`src/rtl/core/pea_pkg.sv`:
```
// Package for the page extent allocator.
// Holds the state, phase and scan codes, status codes and register indexes.
// No dependencies.
package pea_pkg;

  localparam int STATUS_W = 3;
  localparam int COUNT_W  = 11;
  localparam int ADDR_W   = 32;

  localparam logic [STATUS_W-1:0] ST_OK      = 3'd0;
  localparam logic [STATUS_W-1:0] ST_ZERO    = 3'd1;
  localparam logic [STATUS_W-1:0] ST_NORUN   = 3'd2;
  localparam logic [STATUS_W-1:0] ST_UNKNOWN = 3'd3;
  localparam logic [STATUS_W-1:0] ST_PASTEND = 3'd4;
  localparam logic [STATUS_W-1:0] ST_FULL    = 3'd5;

  localparam logic FUNC_ALLOC = 1'b0;
  localparam logic FUNC_FREE  = 1'b1;

  localparam logic CFG_TOTAL_PAGES  = 1'b0;
  localparam logic CFG_BASE_ADDRESS = 1'b1;

  localparam logic TBL_FREE = 1'b0;
  localparam logic TBL_USED = 1'b1;

  typedef enum logic [2:0] {
    S_INIT, S_IDLE, S_DIV, S_MUL, S_SCAN, S_SHIFT, S_STEP
  } state_t;

  typedef enum logic [3:0] {
    PH_A_FIT, PH_A_RM, PH_A_USED, PH_A_INS,
    PH_F_DIV1, PH_F_DIV2, PH_F_HOLD, PH_F_FREE, PH_F_USH, PH_F_FSH
  } phase_t;

  typedef enum logic [1:0] {
    SK_FIT, SK_UAFT, SK_HOLD, SK_FAFT
  } scan_kind_t;

  typedef enum logic [1:0] {
    OP_NONE, OP_REMOVE, OP_INSERT
  } shift_op_t;

endpackage

```
`src/rtl/core/page_extent_allocator.sv`:
```
// Page extent allocator top level: first-fit allocate and coalescing free.
// Depends on pea_pkg and pea_ram (free and used extent tables).
//
// A request is taken when start is high and busy is low; its single result appears
// on status and result_address for one cycle with done high, and cannot be held off.
// Each table lives in a RAM with one read and one write port, so every scan and every
// shift moves one entry a cycle. When PAGE_BYTES is not a power of two a free first
// runs two reciprocal-multiply divisions and one multiply.
// A zero page count is answered straight from idle with status ST_ZERO.
// After reset the block writes the initial free extent before it goes idle.
module page_extent_allocator #(
  parameter int MAX_PAGES   = 1024,
  parameter int MAX_EXTENTS = 64,
  parameter int PAGE_BYTES  = 4096
) (
  input  logic                               clk,
  input  logic                               rst,
  input  logic                               start,
  output logic                               busy,
  input  logic                               func,
  input  logic [pea_pkg::COUNT_W-1:0]        page_count,
  input  logic [pea_pkg::ADDR_W-1:0]         address,
  output logic                               done,
  output logic [pea_pkg::STATUS_W-1:0]       status,
  output logic [pea_pkg::ADDR_W-1:0]         result_address,
  input  logic                               cfg_valid,
  output logic                               cfg_ready,
  input  logic                               cfg_index,
  input  logic [pea_pkg::ADDR_W-1:0]         cfg_data
);

  localparam int PW = (MAX_PAGES > 1) ? $clog2(MAX_PAGES) : 1;
  localparam int LW = $clog2(MAX_PAGES + 1);
  localparam int EW = PW + LW;
  localparam int AW = $clog2(MAX_EXTENTS);
  localparam int CW = $clog2(MAX_EXTENTS + 1);
  localparam int SH = $clog2(PAGE_BYTES);
  localparam bit PB_POW2 = (PAGE_BYTES & (PAGE_BYTES - 1)) == 0;
  localparam logic [31:0] PB32  = 32'(PAGE_BYTES);
  localparam logic [31:0] MP32  = 32'(MAX_PAGES);
  localparam logic [CW-1:0] MAXC = CW'(MAX_EXTENTS);
  // reciprocal of PAGE_BYTES: exact quotient of any 32-bit value when not a power of two
  localparam logic [63:0] RECIP = ((64'd1 << (32 + SH)) / 64'(PAGE_BYTES)) + 64'd1;
  localparam logic [31:0] RECIP_LO = RECIP[31:0];
  localparam logic        RECIP_HI = RECIP[32];

  pea_pkg::state_t     state, state_next;
  pea_pkg::phase_t     ph;
  pea_pkg::scan_kind_t sc_kind;
  pea_pkg::shift_op_t  f_op, f_op_c;

  logic [LW-1:0] tp;
  logic [31:0]   base;
  logic [CW-1:0] free_count, used_count;
  logic [pea_pkg::COUNT_W-1:0] cnt_r;
  logic [31:0]   page, us, ue;
  logic [PW-1:0] a_s;
  logic [CW-1:0] u_idx, f_pos;
  logic [EW-1:0] f_new;

  logic          sc_tbl, sc_rv, sc_found;
  logic [CW-1:0] sc_idx, sc_ridx, sc_hit_idx;
  logic [EW-1:0] sc_hit, sc_prev;

  logic          sh_tbl, sh_ins, sh_rv;
  logic [CW-1:0] sh_pos, sh_idx, sh_ridx;
  logic [EW-1:0] sh_new;

  logic [31:0]   dv_q;
  logic [63:0]   dv_p;
  logic          dv_n;

  logic          fw_en, uw_en;
  logic [AW-1:0] fw_addr, uw_addr, fr_addr, ur_addr;
  logic [EW-1:0] fw_data, uw_data, f_rdata, u_rdata;

  pea_ram #(.WIDTH(EW), .DEPTH(MAX_EXTENTS)) u_free_ram (
    .clk(clk), .we(fw_en), .waddr(fw_addr), .wdata(fw_data),
    .raddr(fr_addr), .rdata(f_rdata)
  );

  pea_ram #(.WIDTH(EW), .DEPTH(MAX_EXTENTS)) u_used_ram (
    .clk(clk), .we(uw_en), .waddr(uw_addr), .wdata(uw_data),
    .raddr(ur_addr), .rdata(u_rdata)
  );

  function automatic logic [EW-1:0] ent(input logic [31:0] s, input logic [31:0] l);
    return {s[PW-1:0], l[LW-1:0]};
  endfunction

  // datapath terms
  logic          cfg_wr;
  logic [31:0]   cfg_v32;
  logic [LW-1:0] cfg_tp;
  logic [EW-1:0] rd;
  logic [31:0]   rd_s32, rd_l32, hs32, hl32, ps32, pl32, cnt32, pe, hold_ue;
  logic [31:0]   page_p2;
  logic [CW-1:0] sc_cnt, sh_cnt, sh_rd_idx, sh_wr_idx, p_m1;
  logic          match, sc_issue, sc_hit_now, sc_end, sh_go, sh_end;
  logic          past_end, split, whole, mp, mn, full_f, u_need, a_ok;
  logic [65:0]   dv_sum;
  logic [31:0]   dv_quo;
  logic          done_next;

  always_comb begin
    cfg_wr   = cfg_valid && cfg_ready;
    cfg_v32  = {21'd0, cfg_data[10:0]};
    cfg_tp   = (cfg_v32 > MP32) ? LW'(MAX_PAGES) : cfg_v32[LW-1:0];
    rd       = ((state == pea_pkg::S_SHIFT) ? sh_tbl : sc_tbl) ? u_rdata : f_rdata;
    rd_s32   = 32'(rd[EW-1:LW]);
    rd_l32   = 32'(rd[LW-1:0]);
    hs32     = 32'(sc_hit[EW-1:LW]);
    hl32     = 32'(sc_hit[LW-1:0]);
    ps32     = 32'(sc_prev[EW-1:LW]);
    pl32     = 32'(sc_prev[LW-1:0]);
    cnt32    = 32'(cnt_r);
    pe       = page + cnt32;
    hold_ue  = hs32 + hl32;
    past_end = pe > hold_ue;
    page_p2  = ((address & ~(PB32 - 32'd1)) - base) >> SH;
    sc_cnt   = (sc_tbl == pea_pkg::TBL_USED) ? used_count : free_count;
    sh_cnt   = (sh_tbl == pea_pkg::TBL_USED) ? used_count : free_count;
    case (sc_kind)
      pea_pkg::SK_FIT:  match = rd_l32 >= cnt32;
      pea_pkg::SK_UAFT: match = rd_s32 > 32'(a_s);
      pea_pkg::SK_HOLD: match = (rd_s32 <= page) && (page < rd_s32 + rd_l32);
      default:          match = rd_s32 > page;
    endcase
    sc_issue   = sc_idx < sc_cnt;
    sc_hit_now = sc_rv && match;
    sc_end     = sc_hit_now || !sc_issue;
    sh_go      = sh_ins ? (sh_idx > sh_pos) : (sh_idx < sh_cnt);
    sh_end     = !sh_go && !sh_rv;
    sh_rd_idx  = sh_ins ? sh_idx - 1'b1 : sh_idx;
    sh_wr_idx  = sh_ins ? sh_ridx + 1'b1 : sh_ridx - 1'b1;
    p_m1       = sc_hit_idx - 1'b1;
    a_ok       = sc_found && (used_count < MAXC);
    split      = (page > us) && (pe < ue);
    whole      = (page == us) && (pe == ue);
    u_need     = whole || split;
    mp         = (sc_hit_idx != '0) && (ps32 + pl32 == page);
    mn         = sc_found && (pe == hs32);
    full_f     = (split && used_count >= MAXC) || (!mp && !mn && free_count >= MAXC);
    if (mp && mn) begin
      f_op_c = pea_pkg::OP_REMOVE;
    end else if (!mp && !mn) begin
      f_op_c = pea_pkg::OP_INSERT;
    end else begin
      f_op_c = pea_pkg::OP_NONE;
    end
    dv_sum    = {2'b00, dv_p} + (RECIP_HI ? {2'b00, dv_q, 32'd0} : 66'd0);
    dv_quo    = 32'(dv_sum >> (32 + SH));
    done_next = ((state == pea_pkg::S_STEP) && (state_next == pea_pkg::S_IDLE)) ||
                ((state == pea_pkg::S_IDLE) && start && (page_count == '0));
  end

  // next state
  always_comb begin
    state_next = state;
    unique case (state)
      pea_pkg::S_INIT: state_next = pea_pkg::S_IDLE;
      pea_pkg::S_IDLE: begin
        if (start) begin
          if (page_count == '0) begin
            state_next = pea_pkg::S_IDLE;
          end else if (func == pea_pkg::FUNC_ALLOC || PB_POW2) begin
            state_next = pea_pkg::S_SCAN;
          end else begin
            state_next = pea_pkg::S_DIV;
          end
        end
      end
      pea_pkg::S_DIV: begin
        if (dv_n == 1'b1) begin
          state_next = (ph == pea_pkg::PH_F_DIV1) ? pea_pkg::S_MUL : pea_pkg::S_SCAN;
        end
      end
      pea_pkg::S_MUL: state_next = pea_pkg::S_DIV;
      pea_pkg::S_SCAN: if (sc_end) state_next = pea_pkg::S_STEP;
      pea_pkg::S_SHIFT: if (sh_end) state_next = pea_pkg::S_STEP;
      pea_pkg::S_STEP: begin
        unique case (ph)
          pea_pkg::PH_A_FIT: begin
            if (!a_ok) begin
              state_next = pea_pkg::S_IDLE;
            end else begin
              state_next = (hl32 == cnt32) ? pea_pkg::S_SHIFT : pea_pkg::S_SCAN;
            end
          end
          pea_pkg::PH_A_RM:   state_next = pea_pkg::S_SCAN;
          pea_pkg::PH_A_USED: state_next = pea_pkg::S_SHIFT;
          pea_pkg::PH_F_HOLD: begin
            state_next = (!sc_found || past_end) ? pea_pkg::S_IDLE : pea_pkg::S_SCAN;
          end
          pea_pkg::PH_F_FREE: begin
            if (!full_f && (u_need || f_op_c != pea_pkg::OP_NONE)) begin
              state_next = pea_pkg::S_SHIFT;
            end else begin
              state_next = pea_pkg::S_IDLE;
            end
          end
          pea_pkg::PH_F_USH: begin
            state_next = (f_op != pea_pkg::OP_NONE) ? pea_pkg::S_SHIFT : pea_pkg::S_IDLE;
          end
          default: state_next = pea_pkg::S_IDLE;
        endcase
      end
      default: state_next = pea_pkg::S_IDLE;
    endcase
  end

  // outputs and memory ports
  always_comb begin
    busy      = state != pea_pkg::S_IDLE;
    cfg_ready = state == pea_pkg::S_IDLE;
    fw_en = 1'b0; fw_addr = '0; fw_data = '0; fr_addr = '0;
    uw_en = 1'b0; uw_addr = '0; uw_data = '0; ur_addr = '0;
    case (state)
      pea_pkg::S_INIT: begin
        fw_en   = 1'b1;
        fw_data = ent(32'd0, 32'(tp));
      end
      pea_pkg::S_IDLE: begin
        if (cfg_wr && cfg_index == pea_pkg::CFG_TOTAL_PAGES) begin
          fw_en   = 1'b1;
          fw_data = ent(32'd0, 32'(cfg_tp));
        end
      end
      pea_pkg::S_SCAN: begin
        fr_addr = sc_idx[AW-1:0];
        ur_addr = sc_idx[AW-1:0];
      end
      pea_pkg::S_SHIFT: begin
        fr_addr = sh_rd_idx[AW-1:0];
        ur_addr = sh_rd_idx[AW-1:0];
        if (sh_rv) begin
          fw_en   = sh_tbl == pea_pkg::TBL_FREE;
          uw_en   = sh_tbl == pea_pkg::TBL_USED;
          fw_addr = sh_wr_idx[AW-1:0];
          uw_addr = sh_wr_idx[AW-1:0];
          fw_data = rd;
          uw_data = rd;
        end else if (sh_ins && sh_end) begin
          fw_en   = sh_tbl == pea_pkg::TBL_FREE;
          uw_en   = sh_tbl == pea_pkg::TBL_USED;
          fw_addr = sh_pos[AW-1:0];
          uw_addr = sh_pos[AW-1:0];
          fw_data = sh_new;
          uw_data = sh_new;
        end
      end
      pea_pkg::S_STEP: begin
        if (ph == pea_pkg::PH_A_FIT && a_ok && hl32 != cnt32) begin
          fw_en   = 1'b1;
          fw_addr = sc_hit_idx[AW-1:0];
          fw_data = ent(hs32 + cnt32, hl32 - cnt32);
        end
        if (ph == pea_pkg::PH_F_FREE && !full_f) begin
          uw_addr = u_idx[AW-1:0];
          if (page == us && !whole) begin
            uw_en   = 1'b1;
            uw_data = ent(pe, ue - pe);
          end else if (page != us) begin
            uw_en   = 1'b1;
            uw_data = ent(us, page - us);
          end
          if (mp) begin
            fw_en   = 1'b1;
            fw_addr = p_m1[AW-1:0];
            fw_data = ent(ps32, pl32 + cnt32 + (mn ? hl32 : 32'd0));
          end else if (mn) begin
            fw_en   = 1'b1;
            fw_addr = sc_hit_idx[AW-1:0];
            fw_data = ent(page, hl32 + cnt32);
          end
        end
      end
      default: ;
    endcase
  end

  always_ff @(posedge clk) begin
    if (rst) begin
      state      <= pea_pkg::S_INIT;
      ph         <= pea_pkg::PH_A_FIT;
      tp         <= LW'(MAX_PAGES);
      base       <= '0;
      free_count <= CW'(1);
      used_count <= '0;
      sc_rv      <= 1'b0;
      sh_rv      <= 1'b0;
      f_op       <= pea_pkg::OP_NONE;
      done       <= 1'b0;
    end else begin
      state <= state_next;
      done  <= done_next;
      case (state)
        pea_pkg::S_IDLE: begin
          if (cfg_wr) begin
            if (cfg_index == pea_pkg::CFG_TOTAL_PAGES) begin
              tp         <= cfg_tp;
              free_count <= (cfg_tp == '0) ? CW'(0) : CW'(1);
              used_count <= '0;
            end else begin
              base <= cfg_data;
            end
          end
          if (start) begin
            cnt_r  <= page_count;
            sc_idx <= '0;
            sc_rv  <= 1'b0;
            if (page_count == '0) begin
              status         <= pea_pkg::ST_ZERO;
              result_address <= '0;
            end else if (func == pea_pkg::FUNC_ALLOC) begin
              ph      <= pea_pkg::PH_A_FIT;
              sc_tbl  <= pea_pkg::TBL_FREE;
              sc_kind <= pea_pkg::SK_FIT;
            end else if (PB_POW2) begin
              page    <= page_p2;
              ph      <= pea_pkg::PH_F_HOLD;
              sc_tbl  <= pea_pkg::TBL_USED;
              sc_kind <= pea_pkg::SK_HOLD;
            end else begin
              ph   <= pea_pkg::PH_F_DIV1;
              dv_q <= address;
              dv_n <= 1'b0;
            end
          end
        end
        pea_pkg::S_DIV: begin
          dv_n <= !dv_n;
          if (dv_n == 1'b0) begin
            dv_p <= {32'd0, dv_q} * {32'd0, RECIP_LO};
          end else begin
            dv_q <= dv_quo;
            if (ph == pea_pkg::PH_F_DIV2) begin
              page    <= dv_quo;
              ph      <= pea_pkg::PH_F_HOLD;
              sc_tbl  <= pea_pkg::TBL_USED;
              sc_kind <= pea_pkg::SK_HOLD;
              sc_idx  <= '0;
              sc_rv   <= 1'b0;
            end
          end
        end
        pea_pkg::S_MUL: begin
          dv_q <= dv_q * PB32 - base;
          dv_n <= 1'b0;
          ph   <= pea_pkg::PH_F_DIV2;
        end
        pea_pkg::S_SCAN: begin
          if (sc_issue) begin
            sc_idx  <= sc_idx + 1'b1;
            sc_ridx <= sc_idx;
          end
          sc_rv <= sc_issue && !sc_end;
          if (sc_rv && !match) begin
            sc_prev <= rd;
          end
          if (sc_end) begin
            sc_found   <= sc_hit_now;
            sc_hit_idx <= sc_hit_now ? sc_ridx : sc_cnt;
            sc_hit     <= rd;
          end
        end
        pea_pkg::S_SHIFT: begin
          if (sh_go) begin
            sh_idx  <= sh_ins ? sh_idx - 1'b1 : sh_idx + 1'b1;
            sh_rv   <= 1'b1;
            sh_ridx <= sh_rd_idx;
          end else begin
            sh_rv <= 1'b0;
          end
          if (sh_end) begin
            if (sh_tbl == pea_pkg::TBL_USED) begin
              used_count <= sh_ins ? used_count + 1'b1 : used_count - 1'b1;
            end else begin
              free_count <= sh_ins ? free_count + 1'b1 : free_count - 1'b1;
            end
          end
        end
        pea_pkg::S_STEP: begin
          sc_idx <= '0;
          sc_rv  <= 1'b0;
          sh_rv  <= 1'b0;
          case (ph)
            pea_pkg::PH_A_FIT: begin
              a_s <= sc_hit[EW-1:LW];
              if (!sc_found) begin
                status         <= pea_pkg::ST_NORUN;
                result_address <= '0;
              end else if (!a_ok) begin
                status         <= pea_pkg::ST_FULL;
                result_address <= '0;
              end else if (hl32 == cnt32) begin
                ph     <= pea_pkg::PH_A_RM;
                sh_tbl <= pea_pkg::TBL_FREE;
                sh_ins <= 1'b0;
                sh_pos <= sc_hit_idx;
                sh_idx <= sc_hit_idx + 1'b1;
              end else begin
                ph      <= pea_pkg::PH_A_USED;
                sc_tbl  <= pea_pkg::TBL_USED;
                sc_kind <= pea_pkg::SK_UAFT;
              end
            end
            pea_pkg::PH_A_RM: begin
              ph      <= pea_pkg::PH_A_USED;
              sc_tbl  <= pea_pkg::TBL_USED;
              sc_kind <= pea_pkg::SK_UAFT;
            end
            pea_pkg::PH_A_USED: begin
              ph     <= pea_pkg::PH_A_INS;
              sh_tbl <= pea_pkg::TBL_USED;
              sh_ins <= 1'b1;
              sh_pos <= sc_hit_idx;
              sh_idx <= used_count;
              sh_new <= ent(32'(a_s), cnt32);
            end
            pea_pkg::PH_A_INS: begin
              status         <= pea_pkg::ST_OK;
              result_address <= base + 32'(a_s) * PB32;
            end
            pea_pkg::PH_F_HOLD: begin
              if (!sc_found || past_end) begin
                status         <= sc_found ? pea_pkg::ST_PASTEND : pea_pkg::ST_UNKNOWN;
                result_address <= '0;
              end else begin
                u_idx   <= sc_hit_idx;
                us      <= hs32;
                ue      <= hold_ue;
                ph      <= pea_pkg::PH_F_FREE;
                sc_tbl  <= pea_pkg::TBL_FREE;
                sc_kind <= pea_pkg::SK_FAFT;
              end
            end
            pea_pkg::PH_F_FREE: begin
              f_op  <= f_op_c;
              f_pos <= sc_hit_idx;
              f_new <= ent(page, cnt32);
              if (full_f) begin
                status         <= pea_pkg::ST_FULL;
                result_address <= '0;
              end else if (u_need) begin
                ph     <= pea_pkg::PH_F_USH;
                sh_tbl <= pea_pkg::TBL_USED;
                sh_ins <= split;
                sh_pos <= split ? u_idx + 1'b1 : u_idx;
                sh_idx <= split ? used_count : u_idx + 1'b1;
                sh_new <= ent(pe, ue - pe);
              end else if (f_op_c != pea_pkg::OP_NONE) begin
                ph     <= pea_pkg::PH_F_FSH;
                sh_tbl <= pea_pkg::TBL_FREE;
                sh_ins <= f_op_c == pea_pkg::OP_INSERT;
                sh_pos <= sc_hit_idx;
                sh_idx <= (f_op_c == pea_pkg::OP_INSERT) ? free_count : sc_hit_idx + 1'b1;
                sh_new <= ent(page, cnt32);
              end else begin
                status         <= pea_pkg::ST_OK;
                result_address <= '0;
              end
            end
            pea_pkg::PH_F_USH: begin
              if (f_op != pea_pkg::OP_NONE) begin
                ph     <= pea_pkg::PH_F_FSH;
                sh_tbl <= pea_pkg::TBL_FREE;
                sh_ins <= f_op == pea_pkg::OP_INSERT;
                sh_pos <= f_pos;
                sh_idx <= (f_op == pea_pkg::OP_INSERT) ? free_count : f_pos + 1'b1;
                sh_new <= f_new;
              end else begin
                status         <= pea_pkg::ST_OK;
                result_address <= '0;
              end
            end
            default: begin
              status         <= pea_pkg::ST_OK;
              result_address <= '0;
            end
          endcase
        end
        default: ;
      endcase
    end
  end

`ifndef ASSERT_OFF
  a_counts_bounded: assert property (@(posedge clk) disable iff (rst)
    (free_count <= MAXC) && (used_count <= MAXC))
    else $error("extent count beyond table depth");

  a_fail_zero_addr: assert property (@(posedge clk) disable iff (rst)
    (done && status != pea_pkg::ST_OK) |-> (result_address == '0))
    else $error("failed transaction returned an address");

  a_busy_from_start: assert property (@(posedge clk) disable iff (rst)
    $rose(busy) |-> $past(start))
    else $error("busy raised without a request");
`endif

endmodule

```
`src/rtl/core/pea_ram.sv`:
```
// Generic single-write, single-read synchronous RAM with registered read.
// No dependencies.
module pea_ram #(
  parameter int WIDTH = 21,
  parameter int DEPTH = 64
) (
  input  logic                     clk,
  input  logic                     we,
  input  logic [$clog2(DEPTH)-1:0] waddr,
  input  logic [WIDTH-1:0]         wdata,
  input  logic [$clog2(DEPTH)-1:0] raddr,
  output logic [WIDTH-1:0]         rdata
);

  logic [WIDTH-1:0] mem [DEPTH];

  always_ff @(posedge clk) begin
    if (we) begin
      mem[waddr] <= wdata;
    end
    rdata <= mem[raddr];
  end

endmodule

```
`config.mk`:
```
export PLATFORM = sky130hd
export DESIGN_NAME = page_extent_allocator
export DESIGN_NICKNAME = d
export VERILOG_FILES = /design/src/rtl/core/pea_pkg.sv /design/src/rtl/core/page_extent_allocator.sv /design/src/rtl/core/pea_ram.sv
export SDC_FILE = /design/constraint.sdc
export NUM_CORES = 2
export LEC_CHECK = 0
export ABC_AREA = 1
export CAP_MARGIN = 20
export CORE_ASPECT_RATIO = 0.9
export CORE_MARGIN = 1
export CORE_UTILIZATION = 50
export DETAILED_ROUTE_END_ITERATION = 12
export DONT_BUFFER_PORTS = 1
export GPL_ROUTABILITY_DRIVEN = 0
export PLACE_DENSITY = 0.69
export SETUP_SLACK_MARGIN = 0.3
export SLEW_MARGIN = 20
export SYNTH_ARGS = -nofsm -noshare
export SYNTH_HDL_FRONTEND = slang
export SYNTH_HIERARCHICAL = 1
export SYNTH_SLANG_ARGS = --single-unit
```
`constraint.sdc`:
```
create_clock -name clk -period 8.08 [get_ports clk]
set_input_delay 1.616 -clock clk [delete_from_list [all_inputs] [get_ports clk]]
set_output_delay 1.616 -clock clk [all_outputs]
set_load 0.005 [all_outputs]
```
==> impl_metrics.yaml <==
synth:
  synthesis.area_um2: 138000
  synth_cell_type_count: 65
  synth_most_common_cell: "nand2_1"
  synth.top_cell.area_share_pct: 64.5
  synth_common_cells: "4327 x nand2_1, 2964 x edfxtp_1, 2551 x nand3_1"
  ys.flop_type: "edfxtp_1"
  async_flop_share_pct: 0
  syn-num-nets: 13400
  syn_area_per_cell_um2: 10.6
  synth_edf_count: 2964
  yosysWarnings: 6
  yosys.area.top_type: "edfxtp_1"
  synth_area_leaders: "edfxtp_1 65%, nand2_1 12%, nand3_1 9.3%"
  syn_inst: 13000
  ys_seq_elements: 3075
  yosysSeqAreaShare_pct: 66.1
die:
  die-area_um2: 278000
  die_height_um: 500
  ios: 119
  coreArea_um2: 274000
  start_util_pct: 50.4
  die_w_um: 556
  fp-row-count: 182
timing:
  fin_crit_sh_pct: 91.4
  setup_violations: 0
  rsz0062_at_grt: "false"
  final.setup.tns_ns: 0
  slew_violations: 0
  achievable-frequency_mhz: 135
  finalHoldViolations: 0
  whs_ns: 0.464
  min_period_ns: 7.39
  worst_clock_skew_ns: 0.0898
  max_slew_margin_pct: 16.5
  worstMarginPinSlew_ns: 1.24
power_and_ir_drop:
  seq_power_share_pct: 40.4
  power.internal_uw: 29500
  p_leak_uw: 0.0570
  p_sw_uw: 15700
  combPwrFrac_pct: 27.7
  p_per_area_nw_per_um2: 296
  clkPwrFrac_pct: 31.9
  switching_share_pct: 34.6
  vdd_drop_max_mv: 0.266
  p_total_uw: 45200
layout:
  finalNetCount: 13300
  fin_cells: 16900
  area_growth_pct: 10.9
  layout-drive-gt1-share_pct: 8.08
routing:
  drt-total-wl_mm: 400
  drtAntennaViolNets: 0
  detail_route.wl_per_cell_um: 23.7
  num_vias: 99200
  drtIter0Drc: 14600
  via_per_inst: 5.86
  drc: 0
  firstDrtPassIters: 7
worst_hold_path:
  holdCritStartpoint: "tp[1]$_SDFFE_PP0P_"
  worstHoldPathType: "flip-flop to flip-flop"
  whs_path_depth: 2
  holdPathEnd: "tp[1]$_SDFFE_PP0P_"
clock_tree:
  clk_pin_slew_ns: 0.06
  clk_latency_ns: 0.91
  postCtsSetupRepairBufs: 0
  cts_sinks: 3075
  htree_num_levels: 5
  hold_buffers: 0
  tritoncts: "done"
  cts_buffer_depth: 4
  post_cts_resize_count: 0
  cts_buffers: 321
  cts-root-buf: "clkbuf_16"
critical_path:
  start_kind: "flip-flop"
  endpoint_kind: "flip-flop"
  r2r_cells: 24
  rrSetupSlack_ns: 0.69
  cp_max_fo: 13
  startpoint: "page[0]$_DFFE_PP_"
  crit_chain: "ha_1 > fa_1 > nand3_1 > nand3_2 > xor2_2 > inv_1 > nand2_1 > nand2_1 > nor3_1 > nand4_1 > nor2_2 > inv_1 > buf_4 > ha_1 > nand2_1 > nand2_2 > nor2_2 > inv_2 > o21ai_0 > inv_1 > nor3_1 > nand2_1 > nor2_2 > buf_4"
  slowest_delay_ns: 0.77
  crit_slowest_cell: "o21ai_0"
  worst-path-buf-inv: 6
  crit_type: "flip-flop to flip-flop"
  cp_common_cell: "nand2_1"
  reg2reg_from: "page[0]$_DFFE_PP_"
  reg2reg_to: "u_used_ram/mem[57][1]$_DFFE_PP_"
  crit_family: "simple AND/OR/NAND/NOR gates"
  arrival_ns: 7.98
  cp.required_ns: 8.67
global_routing:
  grt_pass1_wl_mm: 585
  grt_use_total_pct: 28.1
  grt_pass1_vias: 90200
  antenna_found_initial: 17
  grt-ovfl-total: 0
  grt_max_degree: 182
job:
  maxCapViolCount: 0
status:
  status: "completed"
placement:
  dp_hpwl_mm: 244
  portBuffers: 0
  dp.cells: 16300
-- worst max-delay path by stage --
stage,cells after the start,slack (ns),endpoint
global placement,32,1.29,u_free_ram/mem[6][9]$_DFFE_PP_
detailed placement,22,1.04,u_used_ram/mem[57][14]$_DFFE_PP_
floorplan,24,1.47,u_used_ram/mem[0][2]$_DFFE_PP_
CTS,22,1.02,u_used_ram/mem[57][1]$_DFFE_PP_
global route,24,0.50,u_used_ram/mem[57][4]$_DFFE_PP_
finish,24,0.69,u_used_ram/mem[57][1]$_DFFE_PP_
-- placed cells by master, fill, tap and decap left out, types with 15 or more instances in the layout --
| master | count |
|---|---|
| nand2_1 | 4293 |
| edfxtp_1 | 2964 |
| nand3_1 | 2550 |
| inv_1 | 527 |
| clkbuf_16 | 331 |
| buf_4 | 315 |
| nor2_1 | 293 |
| a21oi_1 | 279 |
| o21ai_0 | 269 |
| ha_1 | 259 |
| nor2_2 | 127 |
| dfxtp_1 | 111 |
| xor2_1 | 86 |
| clkinv_1 | 73 |
| nand4_1 | 69 |
| nor3_1 | 64 |
| clkinv_2 | 61 |
| clkbuf_1 | 57 |
| nand2_2 | 42 |
| xnor2_1 | 29 |
| o21ai_1 | 29 |
| buf_12 | 28 |
| fa_1 | 24 |
| bufinv_16 | 23 |
| or2_2 | 20 |
| o211ai_1 | 19 |
| a21o_1 | 17 |
| o2111ai_1 | 17 |
| a31oi_1 | 16 |
| o22ai_1 | 15 |
-- area by class of cell --
class                   instances  area (µm²)
repair buffers                344        2950
clock inverters               176        1560
inverters                     551        2130
fillers                     22600      121000
diodes                         10        25.0
flip-flops and latches       3075       91200
multi-input cells            8690       41900
clock buffers                 396        8610
well taps                    3680        4600
-- power groups by stage --
stage          sequential, µW  combinational, µW  clock (µW)
2_1_floorplan           18500               7850           0
3_5_place_dp            18600              12100           0
5_1_grt                 18300              13500       15100
6_report                18300              12500       14400
3_3_place_gp            18600              11900           0
4_1_cts                 18200              12100       14500
-- registers in the layout, indices dropped and copies added, names as in the netlist, 10 cells and up --
register and flops:
us 10, ue 12, sc_hit 21, base 32
page 20, a_s 10, dv_q 32, f_new 21
sc_prev 21, cnt_r 11, u_used_ram/rdata 21, u_free_ram/mem 1344
tp 11, u_free_ram/rdata 21, result_address 32, u_used_ram/mem 1344
sh_new 21
-- worst register-to-register path, cell delays in order, from the launching register on --
cell and delay, ns:
edfxtp_1 0.62, ha_1 0.37, fa_1 0.44, nand3_1 0.15
nand3_2 0.14, xor2_2 0.28, inv_1 0.19, nand2_1 0.11
nand2_1 0.08, nor3_1 0.19, nand4_1 0.12, nor2_2 0.42
inv_1 0.13, buf_4 0.22, ha_1 0.26, nand2_1 0.11
nand2_2 0.11, nor2_2 0.14, inv_2 0.17, o21ai_0 0.78
inv_1 0.20, nor3_1 0.31, nand2_1 0.52, nor2_2 0.70
buf_4 0.34
-- cell families after synthesis --
group | count (synthesis) | synth area share, %
and+or+nand+nor | 7526 | 23.2
DFF | 3075 | 66.1
buffers and inverters | 1240 | 4.04
AOI/OAI and AO/OA | 762 | 3.12
adders and majority gates | 283 | 2.70
xor gates and xnor gates | 119 | 0.791
-- per-stage QoR --
step                area (µm²)  utilization [%]  setup WS, ns
global placement        143000             52.1          1.29
CTS                     153000             55.9          1.02
floorplan               138000                -          1.47
finish                  153000             55.9         0.692
global route            153000             55.9         0.496
detailed placement      143000             52.2          1.04
-- routing by layer --
layer | track usage, % | share of wire [%]
met1 | 39.8 | 40
met3 | 7.01 | 13
met2 | 41.3 | 43
met4 | 12.0 | 4.7
met5 | 0 | 0.010
No activity file was read; power rests on OpenSTA's default activity.
